--- config.mk ---
export PLATFORM = sky130hd
export DESIGN_NAME = modbus_rtu_read_registers_master_top
export DESIGN_NICKNAME = d
export VERILOG_FILES = /design/src/design/mrtu_pkg.sv /design/src/design/mrtu_crc.sv /design/src/design/mrtu_store.sv /design/src/design/modbus_rtu_read_registers_master_top.sv
export SDC_FILE = /design/constraint.sdc
export NUM_CORES = 1
export LEC_CHECK = 0
export CAP_MARGIN = 30
export CORE_MARGIN = 10
export CORE_UTILIZATION = 40
export DETAILED_ROUTE_END_ITERATION = 10
export DONT_BUFFER_PORTS = 1
export HOLD_SLACK_MARGIN = 0.08
export PLACE_DENSITY = 0.63
export REMOVE_ABC_BUFFERS = 1
export SLEW_MARGIN = 15
export SYNTH_ARGS = -nofsm -noshare
export SYNTH_HDL_FRONTEND = slang
export SYNTH_SLANG_ARGS = --single-unit
--- constraint.sdc ---
create_clock -name clk -period 6.3 [get_ports clk]
set_input_delay 0.315 -clock clk [delete_from_list [all_inputs] [get_ports clk]]
set_output_delay 0.315 -clock clk [all_outputs]
set_load 0.02 [all_outputs]
--- src/design/mrtu_pkg.sv ---
// Package for the Modbus RTU read-registers master.
// Holds the sequencer state type, the CRC control struct and the protocol constants.
// No dependencies.
package mrtu_pkg;

    typedef enum logic [2:0] {
        S_IDLE,
        S_RECV,
        S_REQ_CRC,
        S_REQ_TX,
        S_RX_CRC,
        S_STATUS,
        S_RD,
        S_REG
    } state_t;

    typedef struct packed {
        logic init;
        logic shift;
        logic data_bit;
    } crc_ctl_t;

    typedef logic [1:0] kind_t;
    typedef logic [1:0] status_t;

    localparam kind_t KIND_TX     = 2'd0;
    localparam kind_t KIND_REG    = 2'd1;
    localparam kind_t KIND_STATUS = 2'd2;

    localparam status_t ST_OK       = 2'd0;
    localparam status_t ST_BAD_FUNC = 2'd1;
    localparam status_t ST_BAD_CRC  = 2'd2;
    localparam status_t ST_TOO_MANY = 2'd3;

    localparam logic MODE_START = 1'b0;
    localparam logic MODE_BYTE  = 1'b1;

    localparam logic [7:0]  FUNC_READ = 8'd3;
    localparam logic [15:0] CRC_INIT  = 16'hFFFF;
    localparam logic [15:0] CRC_POLY  = 16'hA001;

    localparam logic [7:0] LEN_BASE = 8'd5;
    localparam logic [7:0] POS_FUNC = 8'd1;
    localparam logic [7:0] POS_DATA = 8'd3;

    localparam logic [5:0] REQ_LAST_BIT = 6'd47;
    localparam logic [5:0] RX_LAST_BIT  = 6'd7;
    localparam logic [5:0] TX_CRC_LO    = 6'd6;
    localparam logic [5:0] TX_CRC_HI    = 6'd7;

endpackage

--- src/design/mrtu_crc.sv ---
// Bit-serial CRC-16/MODBUS register, one message bit per cycle while shift is set, least significant bit first.
// Depends on mrtu_pkg for the control struct and the polynomial.
module mrtu_crc
(
    input  logic                clk,
    input  logic                rst_n,
    input  mrtu_pkg::crc_ctl_t  ctl,
    output logic [15:0]         crc
);

    logic [15:0] crc_reg;
    logic [15:0] crc_next;
    logic        feedback;

    assign feedback = crc_reg[0] ^ ctl.data_bit;

    always_comb
    begin
        crc_next = crc_reg;
        if (ctl.init)
        begin
            crc_next = mrtu_pkg::CRC_INIT;
        end
        else if (ctl.shift)
        begin
            crc_next = {1'b0, crc_reg[15:1]} ^ (feedback ? mrtu_pkg::CRC_POLY : 16'h0000);
        end
    end

    always_ff @(posedge clk or negedge rst_n)
    begin
        if (!rst_n)
        begin
            crc_reg <= mrtu_pkg::CRC_INIT;
        end
        else
        begin
            crc_reg <= crc_next;
        end
    end

    assign crc = crc_reg;

endmodule

--- src/design/mrtu_store.sv ---
// Register word store: one write port and one registered read port.
// No dependencies.
module mrtu_store
#(
    parameter int DEPTH = 32,
    parameter int AW    = 5
)
(
    input  logic          clk,
    input  logic          wr_en,
    input  logic [AW-1:0] wr_addr,
    input  logic [15:0]   wr_data,
    input  logic [AW-1:0] rd_addr,
    output logic [15:0]   rd_data
);

    logic [15:0] mem [DEPTH];
    logic [15:0] rd_data_reg;

    always_ff @(posedge clk)
    begin
        if (wr_en)
        begin
            mem[wr_addr] <= wr_data;
        end
        rd_data_reg <= mem[rd_addr];
    end

    assign rd_data = rd_data_reg;

endmodule

--- src/design/modbus_rtu_read_registers_master_top.sv ---
// Modbus RTU function 3 master: request builder, response checker and register emitter.
// A start serially CRCs 48 request bits, then sends one request byte per cycle unless stalled (8 transfers).
// Each response byte is taken on input; header and data bytes then pass bit-serially through the CRC.
// After the final byte, registers leave one at a time: a store read in S_RD, then the transfer in S_REG.
// Reset is asynchronous and active low; it makes the block idle, with no clearing pass.
module modbus_rtu_read_registers_master_top
#(
    parameter int MAX_REGS = 32
)
(
    input  logic        clk,
    input  logic        rst_n,
    input  logic        in_valid,
    output logic        in_stall,
    input  logic        mode,
    input  logic [7:0]  slave_addr,
    input  logic [15:0] start_addr,
    input  logic [5:0]  reg_count,
    input  logic [7:0]  rx_byte,
    output logic        out_valid,
    input  logic        out_stall,
    output logic [1:0]  kind,
    output logic [7:0]  tx_byte,
    output logic [5:0]  reg_index,
    output logic [15:0] reg_value,
    output logic [1:0]  status,
    output logic        last
);

    localparam int IDX_W = (MAX_REGS > 1) ? $clog2(MAX_REGS) : 1;
    localparam logic [6:0] MAX_N = 7'(MAX_REGS);

    mrtu_pkg::state_t   state_reg, state_next;
    logic [7:0]         pos_reg, pos_next;
    logic [7:0]         len_reg, len_next;
    logic [5:0]         count_reg, count_next;
    logic [7:0]         crc_low_reg, crc_low_next;
    logic [7:0]         pending_reg, pending_next;
    mrtu_pkg::status_t  st_reg, st_next;
    logic [5:0]         bit_cnt_reg, bit_cnt_next;
    logic [47:0]        msg_sr_reg, msg_sr_next;
    logic [7:0]         rx_sr_reg, rx_sr_next;
    logic [5:0]         emit_idx_reg, emit_idx_next;

    logic               out_valid_reg, out_valid_next;
    mrtu_pkg::kind_t    kind_reg, kind_next;
    logic [7:0]         tx_byte_reg, tx_byte_next;
    logic [5:0]         reg_index_reg, reg_index_next;
    logic [15:0]        reg_value_reg, reg_value_next;
    mrtu_pkg::status_t  status_reg, status_next;
    logic               last_reg, last_next;

    mrtu_pkg::crc_ctl_t crc_ctl;
    logic [15:0]        crc;
    logic               st_wr_en;
    logic [IDX_W-1:0]   st_wr_addr;
    logic [15:0]        st_wr_data;
    logic [15:0]        st_rd_data;

    logic               in_accept;
    logic               out_load;
    logic               out_free;
    logic [15:0]        addr_m1;
    logic [8:0]         pos_p2;
    logic [7:0]         data_k;
    logic               emit_last;

    assign in_stall  = !(state_reg == mrtu_pkg::S_IDLE || state_reg == mrtu_pkg::S_RECV);
    assign in_accept = in_valid && !in_stall;
    assign out_free  = !out_valid_reg || !out_stall;
    assign addr_m1   = start_addr - 16'd1;
    assign pos_p2    = {1'b0, pos_reg} + 9'd2;
    assign data_k    = pos_reg - mrtu_pkg::POS_DATA;
    assign emit_last = ({1'b0, emit_idx_reg} + 7'd1) == {1'b0, count_reg};

    mrtu_crc u_crc
    (
        .clk   (clk),
        .rst_n (rst_n),
        .ctl   (crc_ctl),
        .crc   (crc)
    );

    mrtu_store
    #(
        .DEPTH (MAX_REGS),
        .AW    (IDX_W)
    )
    u_store
    (
        .clk     (clk),
        .wr_en   (st_wr_en),
        .wr_addr (st_wr_addr),
        .wr_data (st_wr_data),
        .rd_addr (emit_idx_reg[IDX_W-1:0]),
        .rd_data (st_rd_data)
    );

    always_comb
    begin
        state_next     = state_reg;
        pos_next       = pos_reg;
        len_next       = len_reg;
        count_next     = count_reg;
        crc_low_next   = crc_low_reg;
        pending_next   = pending_reg;
        st_next        = st_reg;
        bit_cnt_next   = bit_cnt_reg;
        msg_sr_next    = msg_sr_reg;
        rx_sr_next     = rx_sr_reg;
        emit_idx_next  = emit_idx_reg;
        crc_ctl        = '0;
        st_wr_en       = 1'b0;
        st_wr_addr     = data_k[IDX_W:1];
        st_wr_data     = {rx_byte, pending_reg};
        out_load       = 1'b0;
        kind_next      = mrtu_pkg::KIND_TX;
        tx_byte_next   = 8'h00;
        reg_index_next = 6'd0;
        reg_value_next = 16'h0000;
        status_next    = mrtu_pkg::ST_OK;
        last_next      = 1'b0;

        case (state_reg)
            mrtu_pkg::S_IDLE, mrtu_pkg::S_RECV:
            begin
                if (in_accept && mode == mrtu_pkg::MODE_START)
                begin
                    if ({1'b0, reg_count} > MAX_N)
                    begin
                        st_next    = mrtu_pkg::ST_TOO_MANY;
                        state_next = mrtu_pkg::S_STATUS;
                    end
                    else
                    begin
                        msg_sr_next  = {2'b00, reg_count, 8'h00, addr_m1[7:0], addr_m1[15:8],
                                        mrtu_pkg::FUNC_READ, slave_addr};
                        count_next   = reg_count;
                        len_next     = mrtu_pkg::LEN_BASE + {1'b0, reg_count, 1'b0};
                        bit_cnt_next = 6'd0;
                        crc_ctl.init = 1'b1;
                        state_next   = mrtu_pkg::S_REQ_CRC;
                    end
                end
                else if (in_accept && state_reg == mrtu_pkg::S_RECV)
                begin
                    if (pos_reg == mrtu_pkg::POS_FUNC && rx_byte != mrtu_pkg::FUNC_READ)
                    begin
                        st_next    = mrtu_pkg::ST_BAD_FUNC;
                        state_next = mrtu_pkg::S_STATUS;
                    end
                    else if (pos_p2 < {1'b0, len_reg})
                    begin
                        rx_sr_next   = rx_byte;
                        bit_cnt_next = 6'd0;
                        pos_next     = pos_reg + 8'd1;
                        state_next   = mrtu_pkg::S_RX_CRC;
                        if (pos_reg >= mrtu_pkg::POS_DATA)
                        begin
                            if (!data_k[0])
                            begin
                                pending_next = rx_byte;
                            end
                            else
                            begin
                                st_wr_en = 1'b1;
                            end
                        end
                    end
                    else if (pos_p2 == {1'b0, len_reg})
                    begin
                        crc_low_next = rx_byte;
                        pos_next     = pos_reg + 8'd1;
                    end
                    else
                    begin
                        pos_next = 8'd0;
                        if ({rx_byte, crc_low_reg} != crc)
                        begin
                            st_next    = mrtu_pkg::ST_BAD_CRC;
                            state_next = mrtu_pkg::S_STATUS;
                        end
                        else if (count_reg == 6'd0)
                        begin
                            st_next    = mrtu_pkg::ST_OK;
                            state_next = mrtu_pkg::S_STATUS;
                        end
                        else
                        begin
                            emit_idx_next = 6'd0;
                            state_next    = mrtu_pkg::S_RD;
                        end
                    end
                end
            end

            mrtu_pkg::S_REQ_CRC:
            begin
                crc_ctl.shift    = 1'b1;
                crc_ctl.data_bit = msg_sr_reg[0];
                msg_sr_next      = {msg_sr_reg[0], msg_sr_reg[47:1]};
                bit_cnt_next     = bit_cnt_reg + 6'd1;
                if (bit_cnt_reg == mrtu_pkg::REQ_LAST_BIT)
                begin
                    bit_cnt_next = 6'd0;
                    state_next   = mrtu_pkg::S_REQ_TX;
                end
            end

            mrtu_pkg::S_REQ_TX:
            begin
                if (out_free)
                begin
                    out_load     = 1'b1;
                    kind_next    = mrtu_pkg::KIND_TX;
                    bit_cnt_next = bit_cnt_reg + 6'd1;
                    if (bit_cnt_reg == mrtu_pkg::TX_CRC_LO)
                    begin
                        tx_byte_next = crc[7:0];
                    end
                    else if (bit_cnt_reg == mrtu_pkg::TX_CRC_HI)
                    begin
                        tx_byte_next = crc[15:8];
                        last_next    = 1'b1;
                        crc_ctl.init = 1'b1;
                        pos_next     = 8'd0;
                        crc_low_next = 8'h00;
                        pending_next = 8'h00;
                        bit_cnt_next = 6'd0;
                        state_next   = mrtu_pkg::S_RECV;
                    end
                    else
                    begin
                        tx_byte_next = msg_sr_reg[7:0];
                        msg_sr_next  = {8'h00, msg_sr_reg[47:8]};
                    end
                end
            end

            mrtu_pkg::S_RX_CRC:
            begin
                crc_ctl.shift    = 1'b1;
                crc_ctl.data_bit = rx_sr_reg[0];
                rx_sr_next       = {1'b0, rx_sr_reg[7:1]};
                bit_cnt_next     = bit_cnt_reg + 6'd1;
                if (bit_cnt_reg == mrtu_pkg::RX_LAST_BIT)
                begin
                    bit_cnt_next = 6'd0;
                    state_next   = mrtu_pkg::S_RECV;
                end
            end

            mrtu_pkg::S_STATUS:
            begin
                if (out_free)
                begin
                    out_load    = 1'b1;
                    kind_next   = mrtu_pkg::KIND_STATUS;
                    status_next = st_reg;
                    last_next   = 1'b1;
                    state_next  = mrtu_pkg::S_IDLE;
                end
            end

            mrtu_pkg::S_RD:
            begin
                state_next = mrtu_pkg::S_REG;
            end

            mrtu_pkg::S_REG:
            begin
                if (out_free)
                begin
                    out_load       = 1'b1;
                    kind_next      = mrtu_pkg::KIND_REG;
                    reg_index_next = emit_idx_reg;
                    reg_value_next = st_rd_data;
                    last_next      = emit_last;
                    if (emit_last)
                    begin
                        state_next = mrtu_pkg::S_IDLE;
                    end
                    else
                    begin
                        emit_idx_next = emit_idx_reg + 6'd1;
                        state_next    = mrtu_pkg::S_RD;
                    end
                end
            end

            default:
            begin
                state_next = mrtu_pkg::S_IDLE;
            end
        endcase

        if (out_load)
        begin
            out_valid_next = 1'b1;
        end
        else
        begin
            out_valid_next = out_valid_reg && out_stall;
        end
    end

    always_ff @(posedge clk or negedge rst_n)
    begin
        if (!rst_n)
        begin
            state_reg     <= mrtu_pkg::S_IDLE;
            pos_reg       <= 8'd0;
            len_reg       <= 8'd0;
            count_reg     <= 6'd0;
            crc_low_reg   <= 8'h00;
            pending_reg   <= 8'h00;
            st_reg        <= mrtu_pkg::ST_OK;
            bit_cnt_reg   <= 6'd0;
            emit_idx_reg  <= 6'd0;
            out_valid_reg <= 1'b0;
        end
        else
        begin
            state_reg     <= state_next;
            pos_reg       <= pos_next;
            len_reg       <= len_next;
            count_reg     <= count_next;
            crc_low_reg   <= crc_low_next;
            pending_reg   <= pending_next;
            st_reg        <= st_next;
            bit_cnt_reg   <= bit_cnt_next;
            emit_idx_reg  <= emit_idx_next;
            out_valid_reg <= out_valid_next;
        end
    end

    always_ff @(posedge clk)
    begin
        msg_sr_reg <= msg_sr_next;
        rx_sr_reg  <= rx_sr_next;
        if (out_load)
        begin
            kind_reg      <= kind_next;
            tx_byte_reg   <= tx_byte_next;
            reg_index_reg <= reg_index_next;
            reg_value_reg <= reg_value_next;
            status_reg    <= status_next;
            last_reg      <= last_next;
        end
    end

    assign out_valid = out_valid_reg;
    assign kind      = kind_reg;
    assign tx_byte   = tx_byte_reg;
    assign reg_index = reg_index_reg;
    assign reg_value = reg_value_reg;
    assign status    = status_reg;
    assign last      = last_reg;

    a_start_runs_crc: assert property (@(posedge clk) disable iff (!rst_n)
        (in_accept && mode == mrtu_pkg::MODE_START && {1'b0, reg_count} <= MAX_N)
        |=> state_reg == mrtu_pkg::S_REQ_CRC)
        else $error("Accepted start did not begin the request CRC.");

    a_crc_to_tx: assert property (@(posedge clk) disable iff (!rst_n)
        (state_reg == mrtu_pkg::S_REQ_CRC && bit_cnt_reg == mrtu_pkg::REQ_LAST_BIT)
        |=> state_reg == mrtu_pkg::S_REQ_TX && bit_cnt_reg == 6'd0)
        else $error("Request CRC did not hand over to transmission after 48 bits.");

    a_status_is_last: assert property (@(posedge clk) disable iff (!rst_n)
        (state_reg == mrtu_pkg::S_STATUS && out_free)
        |=> out_valid_reg && last_reg && state_reg == mrtu_pkg::S_IDLE)
        else $error("Status transfer was not final or did not return to idle.");

    a_reg_ok: assert property (@(posedge clk) disable iff (!rst_n)
        (out_valid_reg && kind_reg == mrtu_pkg::KIND_REG)
        |-> status_reg == mrtu_pkg::ST_OK && tx_byte_reg == 8'h00)
        else $error("Register transfer carries a non-zero status or request byte.");

endmodule
==> out/results.env <==
COUNT_OF_FINAL_MAX_SLEW_CHECK_FAILURES=0
FIN_WORST_HOLD_SLACK_NS=0.108
PATH_CLK_SLEW_NS=0.06
VIA_COUNT=15100
FIRST_GLOBAL_VIAS=15100
GRT_START_MAX_NET_PINS=80
CRITICAL_PATH_CLASS='flip-flop to flip-flop'
NUM_ROWS=97
LEADING_CELL_TYPES_IN_THE_LAYOUT_FILL_AND_TAPS_EXCLUDED='603 x sky130_fd_sc_hd__edfxtp_1, 160 x sky130_fd_sc_hd__mux4_2, 87 x sky130_fd_sc_hd__nand2_1'
HIGHEST_LAYER='met4'
FP.DIEH_UM=286
CORE_AREA_MM2=0.0703
SYNTH_FLOP_CELL='sky130_fd_sc_hd__edfxtp_1'
TIMING.SLEW.HEADROOM_PCT=35.5
STATUS='complete, no violations'
CP_DATA_ARRIVAL_TIME_NS=4.49
FIRSTDRTPASSITERS=5
NUMCTSBUFFERS=73
MULTI_INPUT_AREA_MM2=0.00784
DESIGN.DIE.AREA_MM2=0.0821
FLOORPLAN.DIE.WIDTH_UM=286
TIMING_WORST_SLEW_PIN_VALUE_NS=0.956
GP_CONGESTION=0.832
WL_MET1_MM=28.7
YS_TOP_CELLS_BY_AREA='sky130_fd_sc_hd__edfxtp_1 64%, sky130_fd_sc_hd__mux4_2 13%, sky130_fd_sc_hd__dfrtp_1 4.8%, sky130_fd_sc_hd__mux2_2 1.5%, sky130_fd_sc_hd__dfstp_2 1.5%'
MOST_COMMON_CELL_AFTER_LAYOUT_FILL_AND_TAPS_ASIDE='sky130_fd_sc_hd__edfxtp_1'
SYNTHESIS.AREA_MM2=0.0284
POSTPLACECELLAREA_MM2=0.0297
CTS-ROOT-TO-SINK-BUFFERS=3
WORSTSETUPENDPOINTTYPE='flip-flop'
POST_SYNTH.CELL_AREA_AVG_UM2=17.9
TIMING.CRITICAL_PATH.FROM_TYPE='flip-flop'
SYNTH_EDF_COUNT=603
ANTENNA_FOUND_INITIAL=2
TOTAL_LEAKAGE_POWER_uW=0.0108
INITIAL_UTIL_PCT=40.4
GLOBALROUTETOTALUTIL_PCT=16.7
WIRE_PER_INST_UM=25.9
FINAL_NETS=1734
SYNTHESIZED_NETLIST_CELL_COUNT=1585
WIRE_LENGTH_OF_THE_FIRST_GLOBAL_ROUTING_PASS_MM=102
DRC_ERRORS=0
AVGVIACOUNTPERCELL=5.67
HTREEDEPTH=3
CAP_VIOLATIONS=0
MET2_LENGTH_MM=34.5
DRIVE_GT1_SHARE_PCT=23.5
AREA_GROWTH_SYN_TO_LAYOUT_PCT=15.4
FINAL-SEQ-AREA_MM2=0.0202
CRITPATHREQUIREDTIME_NS=6.51
PERIOD_NEEDED_NS=4.28
MAXCLOCKFREQUENCY_MHz=234
STDCELL_AREA_MM2=0.0328
POWER.DENSITY_mW_PER_MM2=408
CLOCK_SINK_TOTAL=690
ASYNC_SET_RESET_FLOP_SHARE_OUT_OF_SYNTHESIS_PCT=10.3
TRITONCTS='yes'
FINALHOLDVIOLCOUNT=0
FILLERINSTANCES=5835
TOTALWIRELENGTH_MM=69.1
PLACEMENT.IO_BUFFERS=0
SYNTH_SEQ_AREA_SHARE_PCT=71.2
GRT_OVERFLOW_TOTAL=0
YOSYS_REGISTER_BITS=690
POST_CTS.RESIZED_INSTANCES=0
CP_MAX_FO=16
ANTENNA_LEFT=0
HOLD_PATH_CLASS='primary input to flip-flop'
SYNTH.LARGEST_AREA_CELL='sky130_fd_sc_hd__edfxtp_1'
PEAKVDDDROP_mV=0.248
ROUTE.MET3.WL_MM=4.64
POST-DP-HPWL_MM=41.6
RSZ_0062_RAISED_AFTER_GLOBAL_ROUTING='no'
AREA_SHARE_OF_THE_LEADING_CELL_TYPE_IN_THE_SYNTHESIZED_NETLIST_PCT=63.7
CLOCK-SKEW-FINAL_NS=0.0317
CLKLATENCYLATEPIN_NS=0.62
IOPINCOUNT=80
DRT_ITER0_MARKERS=1552
MAX_FFS_PER_REGISTER=512
SYNTH_CELL_TYPES=66
CLOCK_TREE.ROOT_CELL='sky130_fd_sc_hd__clkbuf_16'
FINAL-SETUP-VIOL-COUNT=0
YOSYSWARNINGS=0
TIMING.FINAL.CRIT_SHARE_PCT=67.9
-- report_power, final --
group | leakage, uW | switching, uW | internal [uW]
combinational | 0.00314 | 1770 | 1120
clock | 0.00117 | 1730 | 2600
sequential | 0.00647 | 464 | 5700
-- metal layers --
layer,GRT usage (%),vias to the layer above
met5,0,-
met4,4.53,0
met3,2.73,85
met2,27.7,577
met1,22.5,7963
li1,-,6519
-- synth_stat cells (17+ instances only) --
cell                       number
sky130_fd_sc_hd__edfxtp_1     603
sky130_fd_sc_hd__mux4_2       160
sky130_fd_sc_hd__nor2_1        90
sky130_fd_sc_hd__nand2_1       87
sky130_fd_sc_hd__clkbuf_1      65
sky130_fd_sc_hd__dfrtp_1       55
sky130_fd_sc_hd__xnor2_1       40
sky130_fd_sc_hd__mux2_2        39
sky130_fd_sc_hd__mux2i_1       39
sky130_fd_sc_hd__o21ai_0       36
sky130_fd_sc_hd__a21oi_1       29
sky130_fd_sc_hd__and3_1        29
sky130_fd_sc_hd__inv_1         22
sky130_fd_sc_hd__a211oi_1      20
sky130_fd_sc_hd__buf_1         18
sky130_fd_sc_hd__nand3_1       18
sky130_fd_sc_hd__and2_1        17
sky130_fd_sc_hd__ha_1          17
-- critical path, stage by stage (launching register included) --
cell and delay [ns]:
sky130_fd_sc_hd__dfrtp_1 0.60, sky130_fd_sc_hd__nand3_1 0.21, sky130_fd_sc_hd__nor2_1 0.18, sky130_fd_sc_hd__xor2_1 0.19, sky130_fd_sc_hd__ha_1 0.27, sky130_fd_sc_hd__a21o_1 0.17
sky130_fd_sc_hd__a21oi_1 0.22, sky130_fd_sc_hd__o211a_1 0.23, sky130_fd_sc_hd__o211ai_1 0.26, sky130_fd_sc_hd__nand3b_1 0.63, sky130_fd_sc_hd__nor2_2 0.92
-- timing repair --
item / in CTS / in global routing
hold buffers: 53 / 0
setup buffers: 0 / 0
hold endpoints to repair: 386 / 0
-- path summary, 6_finish.rpt --
check                               startpoint                  to  slack [ns]  cells past startpoint
worst max register to register      pos_reg[3]  u_store.mem[23][3]        2.02                     10
worst min register to register  pending_reg[6]      pending_reg[6]        0.49                      1
min in group asynchronous                rst_n          len_reg[1]        0.29                      2
worst min-delay path            start_addr[12]      msg_sr_reg[21]        0.11                      3
max in group asynchronous                rst_n       u_crc.crc[10]        5.67                      2
worst max-delay path                pos_reg[3]  u_store.mem[23][3]        2.02                     10
-- cell families (layout without fill, tap and decap cells) --
logic type / after synthesis / after routing / synth area share, %
flops: 690 / 690 / 71.2
other cells: 0 / 1 / 0
compound gates: 159 / 159 / 3.88
xor+xnor: 52 / 52 / 1.60
buf+inv: 107 / 253 / 1.44
fa+ha+maj: 17 / 17 / 0.749
simple gates: 320 / 320 / 5.45
mux: 240 / 240 / 15.7
-- stage by stage --
step                cells  power, uW  setup TNS [ns]  worst slack (ns)  utilization, %
floorplan            1500       8190           -9.86            -0.820               -
global placement     2475       9000               0              1.97            42.1
detailed placement   2480       9080               0              2.04            42.2
CTS                  2665      13500               0              2.02            46.6
global route         2671      13900               0              1.74            46.7
finish               2672      13400               0              2.02            46.7
-- area by class of cell --
type,instances,share of cell area [%]
Clock buffer,96,6.08
Multi-Input combinational cell,788,23.9
Tap cell,940,3.59
Antenna cell,1,0.00763
Clock inverter,36,1.29
Inverter,22,0.252
Sequential cell,690,61.7
Timing Repair Buffer,99,3.17
(Power assumes the default switching activity.)
